## config.mk

```make
export PLATFORM = sky130hd
export DESIGN_NAME = commit_object_stream_validator_top_flat
export DESIGN_NICKNAME = d
export VERILOG_FILES = /design/src/design/cosv_pkg.sv /design/src/design/cosv_in_if.sv /design/src/design/cosv_out_if.sv /design/src/design/cosv_utf8.sv /design/src/design/commit_object_stream_validator_top.sv /design/src/flat_wrapper.sv
export VERILOG_INCLUDE_DIRS = /design/src /design/src/design
export SDC_FILE = /design/constraint.sdc
export NUM_CORES = 1
export LEC_CHECK = 0
export BUFFER_PORTS_ARGS = -buffer_cell sky130_fd_sc_hd__buf_4
export CORE_MARGIN = 2
export CORE_UTILIZATION = 55
export CTS_CLUSTER_SIZE = 40
export DETAILED_ROUTE_END_ITERATION = 10
export PLACE_DENSITY = 0.77
export SLEW_MARGIN = 10
export SYNTH_ARGS = -nofsm -noshare
export SYNTH_HDL_FRONTEND = slang
export SYNTH_SLANG_ARGS = --single-unit
```

## constraint.sdc

```tcl
create_clock -name clk -period 5 [get_ports clk]
set_clock_uncertainty 0.05 [all_clocks]
set_input_delay 1.5 -clock clk [delete_from_list [all_inputs] [get_ports clk]]
set_output_delay 1.5 -clock clk [all_outputs]
set_load 0.1 [all_outputs]
```

## src/design/assert_macros.svh

```systemverilog
// ----------------------------------------------------------------------------
// assert_macros.svh
// assertion helpers, empty when SYNTH is defined
// ----------------------------------------------------------------------------
`ifndef ASSERT_MACROS_SVH
`define ASSERT_MACROS_SVH

`ifndef SYNTH

// condition holds at every edge outside reset
`define ASSERT_ALWAYS(lbl, clk, rst_n, cond) \
	lbl: assert property (@(posedge clk) disable iff (!rst_n) (cond)) \
		else $error("invariant violated");

// same-cycle implication
`define ASSERT_IMPL(lbl, clk, rst_n, ante, cons) \
	lbl: assert property (@(posedge clk) disable iff (!rst_n) (ante) |-> (cons)) \
		else $error("implication violated");

// next-cycle implication
`define ASSERT_NEXT(lbl, clk, rst_n, ante, cons) \
	lbl: assert property (@(posedge clk) disable iff (!rst_n) (ante) |=> (cons)) \
		else $error("next-cycle implication violated");

`else

`define ASSERT_ALWAYS(lbl, clk, rst_n, cond)
`define ASSERT_IMPL(lbl, clk, rst_n, ante, cons)
`define ASSERT_NEXT(lbl, clk, rst_n, ante, cons)

`endif

`endif

```

## src/design/cosv_pkg.sv

```systemverilog
// ----------------------------------------------------------------------------
// cosv_pkg
// shared types and constants of the commit object stream validator
// ----------------------------------------------------------------------------
`timescale 1ns / 1ps

package cosv_pkg;

	localparam int ID_BYTES_DEF = 32;

	localparam logic [6:0]  PARENT_LIMIT  = 7'd64;
	localparam logic [22:0] MESSAGE_LIMIT = 23'd4194304;

	localparam logic [31:0] COMMIT_MAGIC = 32'h5356_4331;
	localparam logic [31:0] NANOS_MAX    = 32'd999999999;

	localparam logic [6:0]  MAX_PARENTS_RST = 7'd64;
	localparam logic [22:0] MAX_MSG_LEN_RST = 23'd4194304;

	localparam int APB_ADDR_W = 3;
	localparam int APB_DATA_W = 32;

	typedef enum logic [0:0] {
		REG_MAX_PARENTS = 1'b0,
		REG_MAX_MSG_LEN = 1'b1
	} reg_idx_t;

	typedef enum logic [3:0] {
		PH_MAGIC  = 4'd0,
		PH_TREE   = 4'd1,
		PH_PCOUNT = 4'd2,
		PH_PID    = 4'd3,
		PH_SECS   = 4'd4,
		PH_NANOS  = 4'd5,
		PH_LEN    = 4'd6,
		PH_MSG    = 4'd7,
		PH_DONE   = 4'd8
	} phase_t;

	typedef enum logic [3:0] {
		ROLE_MAGIC   = 4'd0,
		ROLE_TREE    = 4'd1,
		ROLE_PCOUNT  = 4'd2,
		ROLE_PID     = 4'd3,
		ROLE_SECS    = 4'd4,
		ROLE_NANOS   = 4'd5,
		ROLE_LEN     = 4'd6,
		ROLE_MSG     = 4'd7,
		ROLE_IGNORED = 4'd8
	} role_t;

	typedef enum logic [2:0] {
		ST_OK          = 3'd0,
		ST_TRUNCATED   = 3'd1,
		ST_BAD_MAGIC   = 3'd2,
		ST_BAD_PARENTS = 3'd3,
		ST_BAD_NANOS   = 3'd4,
		ST_BAD_LENGTH  = 3'd5,
		ST_BAD_TEXT    = 3'd6,
		ST_TRAILING    = 3'd7
	} status_t;

	// continuation range of the next utf-8 byte
	typedef enum logic [1:0] {
		RNG_NORMAL = 2'd0,
		RNG_LOW    = 2'd1,
		RNG_HIGH   = 2'd2
	} utf8_range_t;

	typedef struct packed {
		logic        ok;
		logic [1:0]  pending;
		utf8_range_t next_range;
	} utf8_upd_t;

	function automatic role_t phase_role(input phase_t ph);
		role_t r;
		unique case (ph)
			PH_MAGIC:  r = ROLE_MAGIC;
			PH_TREE:   r = ROLE_TREE;
			PH_PCOUNT: r = ROLE_PCOUNT;
			PH_PID:    r = ROLE_PID;
			PH_SECS:   r = ROLE_SECS;
			PH_NANOS:  r = ROLE_NANOS;
			PH_LEN:    r = ROLE_LEN;
			PH_MSG:    r = ROLE_MSG;
			default:   r = ROLE_IGNORED;
		endcase
		return r;
	endfunction

endpackage

```

## src/design/cosv_in_if.sv

```systemverilog
// ----------------------------------------------------------------------------
// cosv_in_if
// payload byte channel, valid/ready
// ----------------------------------------------------------------------------
`timescale 1ns / 1ps

interface cosv_in_if;
	logic       valid;
	logic       ready;
	logic [7:0] payload_byte;
	logic       last_byte;

	modport source (output valid, output payload_byte, output last_byte, input ready);
	modport sink (input valid, input payload_byte, input last_byte, output ready);
endinterface

```

## src/design/cosv_out_if.sv

```systemverilog
// ----------------------------------------------------------------------------
// cosv_out_if
// per-byte result channel, valid/ready
// ----------------------------------------------------------------------------
`timescale 1ns / 1ps

interface cosv_out_if;
	logic               valid;
	logic               ready;
	logic [3:0]         byte_role;
	logic [7:0]         byte_echo;
	logic signed [63:0] field_value;
	logic               field_complete;
	logic [5:0]         parent_number;
	logic [2:0]         status;
	logic               object_done;

	modport source (
		output valid, output byte_role, output byte_echo, output field_value,
		output field_complete, output parent_number, output status, output object_done,
		input ready
	);
	modport sink (
		input valid, input byte_role, input byte_echo, input field_value,
		input field_complete, input parent_number, input status, input object_done,
		output ready
	);
endinterface

```

## src/design/cosv_utf8.sv

```systemverilog
// ----------------------------------------------------------------------------
// cosv_utf8
// strict utf-8 byte check, one byte against the pending sequence state
// ----------------------------------------------------------------------------
`timescale 1ns / 1ps

module cosv_utf8
	import cosv_pkg::*;
(
	input  logic [7:0]  byte_in,
	input  logic [1:0]  pending,
	input  utf8_range_t next_range,
	output utf8_upd_t   upd
);

	logic [7:0] lo;
	logic [7:0] hi;

	always_comb begin
		upd.ok         = 1'b0;
		upd.pending    = pending;
		upd.next_range = next_range;
		lo             = 8'h80;
		hi             = 8'hBF;
		if (pending == 2'd0) begin
			upd.next_range = RNG_NORMAL;
			priority if (byte_in == 8'h00) begin
				upd.ok = 1'b0;
			end else if (byte_in < 8'h80) begin
				upd.ok = 1'b1;
			end else if (byte_in < 8'hC2) begin
				upd.ok = 1'b0;
			end else if (byte_in < 8'hE0) begin
				upd.ok      = 1'b1;
				upd.pending = 2'd1;
			end else if (byte_in == 8'hE0) begin
				upd.ok         = 1'b1;
				upd.pending    = 2'd2;
				upd.next_range = RNG_LOW;
			end else if (byte_in == 8'hED) begin
				upd.ok         = 1'b1;
				upd.pending    = 2'd2;
				upd.next_range = RNG_HIGH;
			end else if (byte_in < 8'hF0) begin
				upd.ok      = 1'b1;
				upd.pending = 2'd2;
			end else if (byte_in == 8'hF0) begin
				upd.ok         = 1'b1;
				upd.pending    = 2'd3;
				upd.next_range = RNG_LOW;
			end else if (byte_in == 8'hF4) begin
				upd.ok         = 1'b1;
				upd.pending    = 2'd3;
				upd.next_range = RNG_HIGH;
			end else if (byte_in < 8'hF4) begin
				upd.ok      = 1'b1;
				upd.pending = 2'd3;
			end else begin
				upd.ok = 1'b0;
			end
		end else begin
			// overlong, surrogate and above-U+10FFFF guards narrow the second byte
			if (next_range == RNG_LOW) lo = (pending == 2'd2) ? 8'hA0 : 8'h90;
			if (next_range == RNG_HIGH) hi = (pending == 2'd2) ? 8'h9F : 8'h8F;
			if (byte_in >= lo && byte_in <= hi) begin
				upd.ok         = 1'b1;
				upd.pending    = pending - 2'd1;
				upd.next_range = RNG_NORMAL;
			end
		end
	end

endmodule

```

## src/design/commit_object_stream_validator_top.sv

```systemverilog
// ----------------------------------------------------------------------------
// commit_object_stream_validator_top
// streaming validator for commit objects, one payload word in, one result out
//
// data carries one payload byte per word, last_byte marking the final one;
// result carries one word per payload byte: its role, the echoed byte for
// ids and message text, assembled scalar values, parent index and status.
// a byte is registered on entry and parsed against the parser state once
// the output register is free; its result is registered there and held
// until taken. one byte per cycle is sustained while results are taken;
// the parser state lives in flip-flops and is updated once per byte.
// max_parents and max_message_length sit on the apb port at 0x0 and 0x4.
// reset returns the parser to the magic field and both limits to their
// defaults. a stalled result holds the output register; one more byte waits
// in the input register, then data.ready drops until the result is taken.
// ----------------------------------------------------------------------------
`timescale 1ns / 1ps
`include "assert_macros.svh"

module commit_object_stream_validator_top
	import cosv_pkg::*;
#(
	parameter int ID_BYTES = ID_BYTES_DEF
) (
	input  logic                  clk,
	input  logic                  arst_n,
	cosv_in_if.sink               data,
	cosv_out_if.source            result,
	input  logic                  psel,
	input  logic                  penable,
	input  logic                  pwrite,
	input  logic [APB_ADDR_W-1:0] paddr,
	input  logic [APB_DATA_W-1:0] pwdata,
	output logic [APB_DATA_W-1:0] prdata,
	output logic                  pready
);

	// byte counter inside an id or scalar field
	localparam int FBC_W = $clog2(ID_BYTES);

	// configuration registers
	logic [6:0]  max_parents_q;
	logic [22:0] max_message_length_q;

	// input register
	logic       valid_s1;
	logic [7:0] byte_s1;
	logic       last_s1;

	// parser state
	phase_t      phase_q,   phase_n;
	logic [FBC_W-1:0] fbc_q, fbc_n;
	logic [6:0]  parents_expected_q, parents_expected_n;
	logic [6:0]  parents_seen_q,     parents_seen_n;
	logic [63:0] asm_q,     asm_n;
	logic [22:0] msg_rem_q, msg_rem_n;
	logic [1:0]  utf8_pending_q, utf8_pending_n;
	utf8_range_t utf8_range_q,   utf8_range_n;
	status_t     sticky_q,  sticky_n;

	// output register
	logic        res_valid_q;
	role_t       role_q,   role_c;
	logic [7:0]  echo_q,   echo_c;
	logic [63:0] value_q,  value_c;
	logic        comp_q,   comp_c;
	logic [5:0]  pnum_q,   pnum_c;
	status_t     status_q, status_c;
	logic        done_q,   done_c;

	logic        advance;
	logic [6:0]  plimit;
	logic [22:0] mlimit;
	logic [63:0] asm_shift;
	logic [6:0]  seen_inc;
	logic        id_last;
	logic        scalar_last;
	utf8_upd_t   utf8_upd;
	reg_idx_t    cfg_idx;

	// ---------------------------------------------------------------- apb port
	assign pready  = 1'b1;
	assign cfg_idx = reg_idx_t'(paddr[2]);

	always_ff @(posedge clk or negedge arst_n) begin
		if (!arst_n) begin
			max_parents_q        <= MAX_PARENTS_RST;
			max_message_length_q <= MAX_MSG_LEN_RST;
		end else if (psel && penable && pwrite) begin
			unique case (cfg_idx)
				REG_MAX_PARENTS: max_parents_q        <= pwdata[6:0];
				REG_MAX_MSG_LEN: max_message_length_q <= pwdata[22:0];
				default: ;
			endcase
		end
	end

	always_comb begin
		unique case (cfg_idx)
			REG_MAX_PARENTS: prdata = {{(APB_DATA_W-7){1'b0}}, max_parents_q};
			REG_MAX_MSG_LEN: prdata = {{(APB_DATA_W-23){1'b0}}, max_message_length_q};
			default:         prdata = '0;
		endcase
	end

	// ---------------------------------------------------------------- handshake
	// the parse step fires when a byte is held and the output register is free
	assign advance    = valid_s1 && (!res_valid_q || result.ready);
	assign data.ready = !valid_s1 || advance;

	always_ff @(posedge clk or negedge arst_n) begin
		if (!arst_n) begin
			valid_s1 <= 1'b0;
		end else if (data.ready) begin
			valid_s1 <= data.valid;
		end
	end

	always_ff @(posedge clk) begin
		if (data.valid && data.ready) begin
			byte_s1 <= data.payload_byte;
			last_s1 <= data.last_byte;
		end
	end

	// ---------------------------------------------------------------- parse step
	assign plimit    = (max_parents_q < PARENT_LIMIT) ? max_parents_q : PARENT_LIMIT;
	assign mlimit    = (max_message_length_q < MESSAGE_LIMIT) ? max_message_length_q
	                                                          : MESSAGE_LIMIT;
	assign asm_shift = {asm_q[55:0], byte_s1};
	assign seen_inc  = parents_seen_q + 7'd1;
	assign id_last   = (fbc_q == FBC_W'(ID_BYTES - 1));
	// seconds are eight bytes, every other scalar four
	assign scalar_last = (phase_q == PH_SECS) ? (fbc_q == FBC_W'(7)) : (fbc_q == FBC_W'(3));

	cosv_utf8 u_utf8 (
		.byte_in    (byte_s1),
		.pending    (utf8_pending_q),
		.next_range (utf8_range_q),
		.upd        (utf8_upd)
	);

	always_comb begin
		phase_n            = phase_q;
		fbc_n              = fbc_q;
		parents_expected_n = parents_expected_q;
		parents_seen_n     = parents_seen_q;
		asm_n              = asm_q;
		msg_rem_n          = msg_rem_q;
		utf8_pending_n     = utf8_pending_q;
		utf8_range_n       = utf8_range_q;
		sticky_n           = sticky_q;
		role_c             = ROLE_IGNORED;
		echo_c             = 8'd0;
		value_c            = 64'd0;
		comp_c             = 1'b0;
		pnum_c             = 6'd0;
		status_c           = ST_OK;
		done_c             = 1'b0;

		if (sticky_q != ST_OK && phase_q != PH_MSG) begin
			// error held: byte ignored until the last one
		end else begin
			unique case (phase_q)
				PH_TREE, PH_PID: begin
					role_c = phase_role(phase_q);
					echo_c = byte_s1;
					if (phase_q == PH_PID) pnum_c = parents_seen_q[5:0];
					if (id_last) begin
						comp_c = 1'b1;
						fbc_n  = '0;
						if (phase_q == PH_TREE) begin
							phase_n = PH_PCOUNT;
						end else begin
							parents_seen_n = seen_inc;
							if (seen_inc >= parents_expected_q) phase_n = PH_SECS;
						end
					end else begin
						fbc_n = fbc_q + FBC_W'(1);
					end
				end
				PH_MSG: begin
					role_c = ROLE_MSG;
					echo_c = byte_s1;
					// text is checked only until the first fault
					if (sticky_q == ST_OK) begin
						utf8_pending_n = utf8_upd.pending;
						utf8_range_n   = utf8_upd.next_range;
						if (!utf8_upd.ok) sticky_n = ST_BAD_TEXT;
					end
					if (msg_rem_q != 23'd0) msg_rem_n = msg_rem_q - 23'd1;
					if (msg_rem_n == 23'd0) begin
						// a sequence cut off by the end of the message
						if (sticky_n == ST_OK && utf8_pending_n != 2'd0) sticky_n = ST_BAD_TEXT;
						phase_n = PH_DONE;
					end
				end
				PH_DONE: begin
					sticky_n = ST_TRAILING;
				end
				default: begin
					role_c = phase_role(phase_q);
					asm_n  = asm_shift;
					if (scalar_last) begin
						comp_c = 1'b1;
						fbc_n  = '0;
						asm_n  = 64'd0;
						unique case (phase_q)
							PH_MAGIC: begin
								value_c = {32'd0, asm_shift[31:0]};
								if (asm_shift[31:0] != COMMIT_MAGIC) sticky_n = ST_BAD_MAGIC;
								else phase_n = PH_TREE;
							end
							PH_PCOUNT: begin
								value_c = {{32{asm_shift[31]}}, asm_shift[31:0]};
								if (asm_shift[31:0] > {25'd0, plimit}) begin
									sticky_n = ST_BAD_PARENTS;
								end else begin
									parents_expected_n = asm_shift[6:0];
									parents_seen_n     = 7'd0;
									phase_n = (asm_shift[6:0] != 7'd0) ? PH_PID : PH_SECS;
								end
							end
							PH_SECS: begin
								value_c = asm_shift;
								phase_n = PH_NANOS;
							end
							PH_NANOS: begin
								value_c = {{32{asm_shift[31]}}, asm_shift[31:0]};
								if (asm_shift[31:0] > NANOS_MAX) sticky_n = ST_BAD_NANOS;
								else phase_n = PH_LEN;
							end
							default: begin
								value_c = {{32{asm_shift[31]}}, asm_shift[31:0]};
								if (asm_shift[31:0] > {9'd0, mlimit}) begin
									sticky_n = ST_BAD_LENGTH;
								end else begin
									msg_rem_n      = asm_shift[22:0];
									utf8_pending_n = 2'd0;
									utf8_range_n   = RNG_NORMAL;
									phase_n = (asm_shift[22:0] != 23'd0) ? PH_MSG : PH_DONE;
								end
							end
						endcase
					end else begin
						fbc_n = fbc_q + FBC_W'(1);
					end
				end
			endcase
		end

		status_c = sticky_n;
		if (last_s1) begin
			// early end: truncation unless a check other than the text check already failed
			if (sticky_n == ST_BAD_TEXT && phase_n == PH_MSG) status_c = ST_TRUNCATED;
			else if (sticky_n == ST_OK && phase_n != PH_DONE) status_c = ST_TRUNCATED;
			if (status_c == ST_OK && phase_n == PH_DONE) done_c = 1'b1;
			phase_n            = PH_MAGIC;
			fbc_n              = '0;
			parents_expected_n = 7'd0;
			parents_seen_n     = 7'd0;
			asm_n              = 64'd0;
			msg_rem_n          = 23'd0;
			utf8_pending_n     = 2'd0;
			utf8_range_n       = RNG_NORMAL;
			sticky_n           = ST_OK;
		end
	end

	always_ff @(posedge clk or negedge arst_n) begin
		if (!arst_n) begin
			phase_q            <= PH_MAGIC;
			fbc_q              <= '0;
			parents_expected_q <= 7'd0;
			parents_seen_q     <= 7'd0;
			asm_q              <= 64'd0;
			msg_rem_q          <= 23'd0;
			utf8_pending_q     <= 2'd0;
			utf8_range_q       <= RNG_NORMAL;
			sticky_q           <= ST_OK;
		end else if (advance) begin
			phase_q            <= phase_n;
			fbc_q              <= fbc_n;
			parents_expected_q <= parents_expected_n;
			parents_seen_q     <= parents_seen_n;
			asm_q              <= asm_n;
			msg_rem_q          <= msg_rem_n;
			utf8_pending_q     <= utf8_pending_n;
			utf8_range_q       <= utf8_range_n;
			sticky_q           <= sticky_n;
		end
	end

	// ---------------------------------------------------------------- result register
	always_ff @(posedge clk or negedge arst_n) begin
		if (!arst_n) begin
			res_valid_q <= 1'b0;
		end else if (advance) begin
			res_valid_q <= 1'b1;
		end else if (result.ready) begin
			res_valid_q <= 1'b0;
		end
	end

	always_ff @(posedge clk) begin
		if (advance) begin
			role_q   <= role_c;
			echo_q   <= echo_c;
			value_q  <= value_c;
			comp_q   <= comp_c;
			pnum_q   <= pnum_c;
			status_q <= status_c;
			done_q   <= done_c;
		end
	end

	assign result.valid          = res_valid_q;
	assign result.byte_role      = role_q;
	assign result.byte_echo      = echo_q;
	assign result.field_value    = value_q;
	assign result.field_complete = comp_q;
	assign result.parent_number  = pnum_q;
	assign result.status         = status_q;
	assign result.object_done    = done_q;

	// ---------------------------------------------------------------- checks
	// an accepted object never carries an error status
	`ASSERT_IMPL(a_done_ok, clk, arst_n, res_valid_q && done_q, status_q == ST_OK)
	// ignored bytes only occur with an error or trailing status
	`ASSERT_IMPL(a_ignored_err, clk, arst_n, res_valid_q && role_q == ROLE_IGNORED, status_q != ST_OK)
	// the last byte leaves the parser back at the magic field with no error
	`ASSERT_NEXT(a_last_clears, clk, arst_n, advance && last_s1, phase_q == PH_MAGIC && sticky_q == ST_OK)

endmodule

```

## src/flat_wrapper.sv

```systemverilog
// flat-port wrapper written by rule: the top's interface ports become plain ports
module commit_object_stream_validator_top_flat import cosv_pkg::*;
#(
	parameter int ID_BYTES = ID_BYTES_DEF
)
  (clk, arst_n, psel, penable, pwrite, paddr, pwdata, prdata, pready, data_valid, data_payload_byte, data_last_byte, data_ready, result_valid, result_byte_role, result_byte_echo, result_field_value, result_field_complete, result_parent_number, result_status, result_object_done, result_ready);
  cosv_in_if data_i ();
  cosv_out_if result_i ();
  input  logic clk;
  input  logic arst_n;
  input  logic psel;
  input  logic penable;
  input  logic pwrite;
  input  logic [APB_ADDR_W-1:0] paddr;
  input  logic [APB_DATA_W-1:0] pwdata;
  output logic [APB_DATA_W-1:0] prdata;
  output logic pready;
  input wire logic [$bits(data_i.valid)-1:0] data_valid;
  input wire logic [$bits(data_i.payload_byte)-1:0] data_payload_byte;
  input wire logic [$bits(data_i.last_byte)-1:0] data_last_byte;
  output wire logic [$bits(data_i.ready)-1:0] data_ready;
  output wire logic [$bits(result_i.valid)-1:0] result_valid;
  output wire logic [$bits(result_i.byte_role)-1:0] result_byte_role;
  output wire logic [$bits(result_i.byte_echo)-1:0] result_byte_echo;
  output wire logic [$bits(result_i.field_value)-1:0] result_field_value;
  output wire logic [$bits(result_i.field_complete)-1:0] result_field_complete;
  output wire logic [$bits(result_i.parent_number)-1:0] result_parent_number;
  output wire logic [$bits(result_i.status)-1:0] result_status;
  output wire logic [$bits(result_i.object_done)-1:0] result_object_done;
  input wire logic [$bits(result_i.ready)-1:0] result_ready;
  assign data_i.valid = data_valid;
  assign data_i.payload_byte = data_payload_byte;
  assign data_i.last_byte = data_last_byte;
  assign data_ready = data_i.ready;
  assign result_valid = result_i.valid;
  assign result_byte_role = result_i.byte_role;
  assign result_byte_echo = result_i.byte_echo;
  assign result_field_value = result_i.field_value;
  assign result_field_complete = result_i.field_complete;
  assign result_parent_number = result_i.parent_number;
  assign result_status = result_i.status;
  assign result_object_done = result_i.object_done;
  assign result_i.ready = result_ready;
  commit_object_stream_validator_top #(.ID_BYTES(ID_BYTES)) u_core (.clk(clk), .arst_n(arst_n), .data(data_i), .result(result_i), .psel(psel), .penable(penable), .pwrite(pwrite), .paddr(paddr), .pwdata(pwdata), .prdata(prdata), .pready(pready));
endmodule
```

==> summary.md <==
| Metric | Value |
|---|---|
| Top cell type's share of synthesized area | 27.6% |
| CP Class | reg -> reg |
| Worst Tran Pin Value | 1.15 ns |
| Initial Util | 55.9% |
| CTS Sinks | 237 |
| CTS clk-pin slew, worst paths | 0.06 ns |
| Initial antenna violation count | 0 |
| Synth area leaders | dfrtp_1 28%, edfxtp_1 23%, nand2_1 7.2% |
| Overflow after GRT | 0 |
| Setup violators final | 0 |
| Slew HR | 23.2% |
| Vias | 10700 |
| Final WL | 33700 um |
| Tot GR Track Use | 28.0% |
| Max Cap Violations | 0 |
| Core area | 22600 sq um |
| CTS H-tree depth | 1 |
| Post-CTS setup buffer count | 0 |
| Total CTS buffers | 25 |
| Hold Vio Cnt, Final | 0 |
| Vias in the first global route | 10600 |
| Post-Route Utilization | 65.9% |
| Drt pass-1 iters | 6 |
| Synthesized area | 12600 sq um |
| Row count | 55 |
| Die ar. | 24200 sq um |
| Ant diodes | 0 |
| Worst setup SP type | flop |
| Synthesis-to-finish area growth | 17.8% |
| Synth cell count leaders | 242 x nand2_1, 139 x dfrtp_1, 137 x o21ai_0, 96 x edfxtp_1, 91 x a21oi_1 |
| Placed wire-length estimate | 23400 um |
| Ys Warns | 0 |
| CP endpoint kind | flop |
| Final Wtd Congestion | 0.948 |
| R2r startpoint | u_core.max_message_length_q[22] |
| First-pass GRT wire length | 54900 um |
| Crit Path Max Fanout | 22 |
| Clk Latency, worst-skew pair | 0.54 ns |
| Async set-reset flop share out of synthesis | 59.5% |
| Post-synthesis adder-cell area fraction | 4.76% |
| Final Max Tran Viols | 0 |
| Number of flops mapped to enable cells by yosys | 96 |
| Tmin final | 4.62 ns |
| Remaining routing DRC violations | 0 |
| Pin count of the biggest net entering global routing | 90 |
| Nets@finish | 1561 |
| Layout cells sized above 1 | 19.3% |
| Antenna Nets Post-Route | 0 |
| Clock root cell | clkbuf_16 |
| Unique cell type count in the Yosys netlist | 72 |
| Worst EP arrival | 4.84 ns |
| Synthesized area per cell | 9.51 sq um |
| Avg WL per Cell | 19.1 um |
| Crit path from | u_core.max_message_length_q[22] |
| Peak supply drop | 333 uV |
| Cell taking the most area after synthesis | dfrtp_1 |
| Synth Area in XOR/XNOR | 0.624% |
| CTS tree | yes |
| Die X | 155 um |
| Worst hold path class | reg -> reg |
| Total power | 8.29 mW |
| Top FF cell, synth | dfrtp_1 |
| Top-count cell post-synth | nand2_1 |
| Synth Register Bits | 237 |
| Gate Count Post-Synth | 1328 |
| Vias per cell | 6.05 |
| Power Density | 557 nW/um^2 |
| Outcome | finished, final reports clean |
| Seq/Total Area, Yosys | 50.8% |
| Synth Area in Simple Gates | 21.2% |
| Die Span Y | 155 um |
| Crit path required time | 5.23 ns |
| Largest family of logic cells by synthesized area | simple AND/OR/NAND/NOR gates |
| Compound-Gate Fraction of Synth Area | 15.2% |
| IO Pins | 173 |
| Hold Path Origin | u_core.asm_q[50] |
| Leakage Power | 6.42 nW |
| RSZ-0062 raised after global routing | false |
| Setup TNS | 0 ns |
| Peak Freq | 217 MHz |
| Initial drt markers | 921 |
| Clock Tree Buf Depth | 3 |
| Filler Cell Count | 1801 |
| Tcrit/Tclk final | 92.3% |
| Post-synthesis mux area share | 3.39% |
| Port bufs | 151 |
power by group:
part | total (mW) | internal, mW | switching (mW)
Clock | 1.76 | 1.00 | 0.757
Sequential | 2.71 | 2.36 | 0.354
Combinational | 3.82 | 1.12 | 2.70
Total | 8.29 | 4.47 | 3.81
state kept, by name (all words and copies together), names as in the netlist, 3 cells and up:
signal and flops:
u_core.fbc_q 5, u_core.result.byte_role 4, u_core.result.byte_echo 8, u_core.asm_q 56
u_core.result.field_value 64, u_core.result.status 3, u_core.parents_expected_q 7, u_core.parents_seen_q 7
u_core.phase_q 4, u_core.max_message_length_q 23, u_core.msg_rem_q 23, u_core.sticky_q 3
u_core.byte_s1 8, u_core.max_parents_q 7, u_core.result.parent_number 6
kinds of logic (layout without fill, tap and decap cells):
logic type      Yosys count  in the layout
simple gates            550            550
compound gates          325            325
flops                   237            237
buf+inv                 119            263
fa+ha+maj                48             48
mux                      38             38
xor+xnor                  9              9
other cells               2             10
per-stage QoR:
stage | cells | setup slack (ns) | area (sq um) | hold slack, ns
global placement | 1720 | 0.492 | 14100 | 0.413
finish | 1765 | 0.383 | 14900 | 0.435
global route | 1765 | 0.0232 | 14900 | 0.466
floorplan | 1336 | 0.220 | 12700 | 0.399
CTS | 1765 | 0.304 | 14900 | 0.433
detailed placement | 1720 | 0.310 | 14100 | 0.419
critical path, cell delays in order, from the launching register on:
cell	delay [ns]
dfstp_2	0.58
clkinvlp_4	0.33
nand2_1	0.16
ha_1	0.25
a21o_1	0.16
a21oi_1	0.23
o311ai_1	0.16
a2111oi_2	0.30
a21oi_1	0.28
buf_4	0.24
o311ai_0	0.55
nand2_1	0.10
or4_1	0.57
a311o_1	0.38
worst paths after layout:
path / to / slack [ns] / depth (start not counted)
max: u_core.result.status[0] / 0.38 / 13
min: u_core.asm_q[50] / 0.43 / 2
max reg2reg: u_core.result.status[0] / 0.38 / 13
min reg2reg: u_core.asm_q[50] / 0.43 / 2
max in group asynchronous: u_core.parents_seen_q[4] / 3.00 / 2
min in group asynchronous: u_core.max_message_length_q[15] / 0.99 / 1
layer usage:
metal  routed length, um  global-route usage, %  vias to the layer above
met5                   0                      0                        -
met2               16300                   47.6                      441
met3                2310                   4.65                       74
met4                 916                   8.87                        0
met1               14100                   36.9                     5133
li1                    -                      -                     5030
placed cells by master, fill, tap and decap left out, types with 10 or more instances in the layout:
cell type  Yosys  routed
a21o_1        12      12
a21oi_1       91      91
and2_1        29      29
and3_1        37      37
buf_4         10     191
clkbuf_1      78      13
clkbuf_16      0      25
conb_1         2      10
dfrtp_1      139     139
edfxtp_1      96      96
ha_1          48      48
inv_1         23      22
mux2_2        38      38
nand2_1      242     242
nand3_1       30      30
nand4_1       16      16
nor2_1        72      71
nor2b_1       15      15
nor3_1        38      38
nor4_1        22      21
o21ai_0      137     134
o31ai_1       11      10
final cells by class:
| type | count | area [sq um] | area share, % |
|---|---|---|---|
| flip-flops and latches | 237 | 6410 | 43.1 |
| multi-input cells | 980 | 5790 | 38.9 |
| well taps | 285 | 357 | 2.40 |
| clock inverters | 6 | 73.8 | 0.496 |
| repair buffers | 192 | 1450 | 9.72 |
| clock buffers | 39 | 688 | 4.63 |
| inverters | 26 | 103 | 0.690 |
what timing repair did:
| action | in CTS | in global routing |
|---|---|---|
| resized for setup | 0 | 2 |
| endpoints found under the setup margin | 0 | 2 |
| hold buffers | 0 | 0 |
Note: power is estimated with default switching activity, not from simulation.
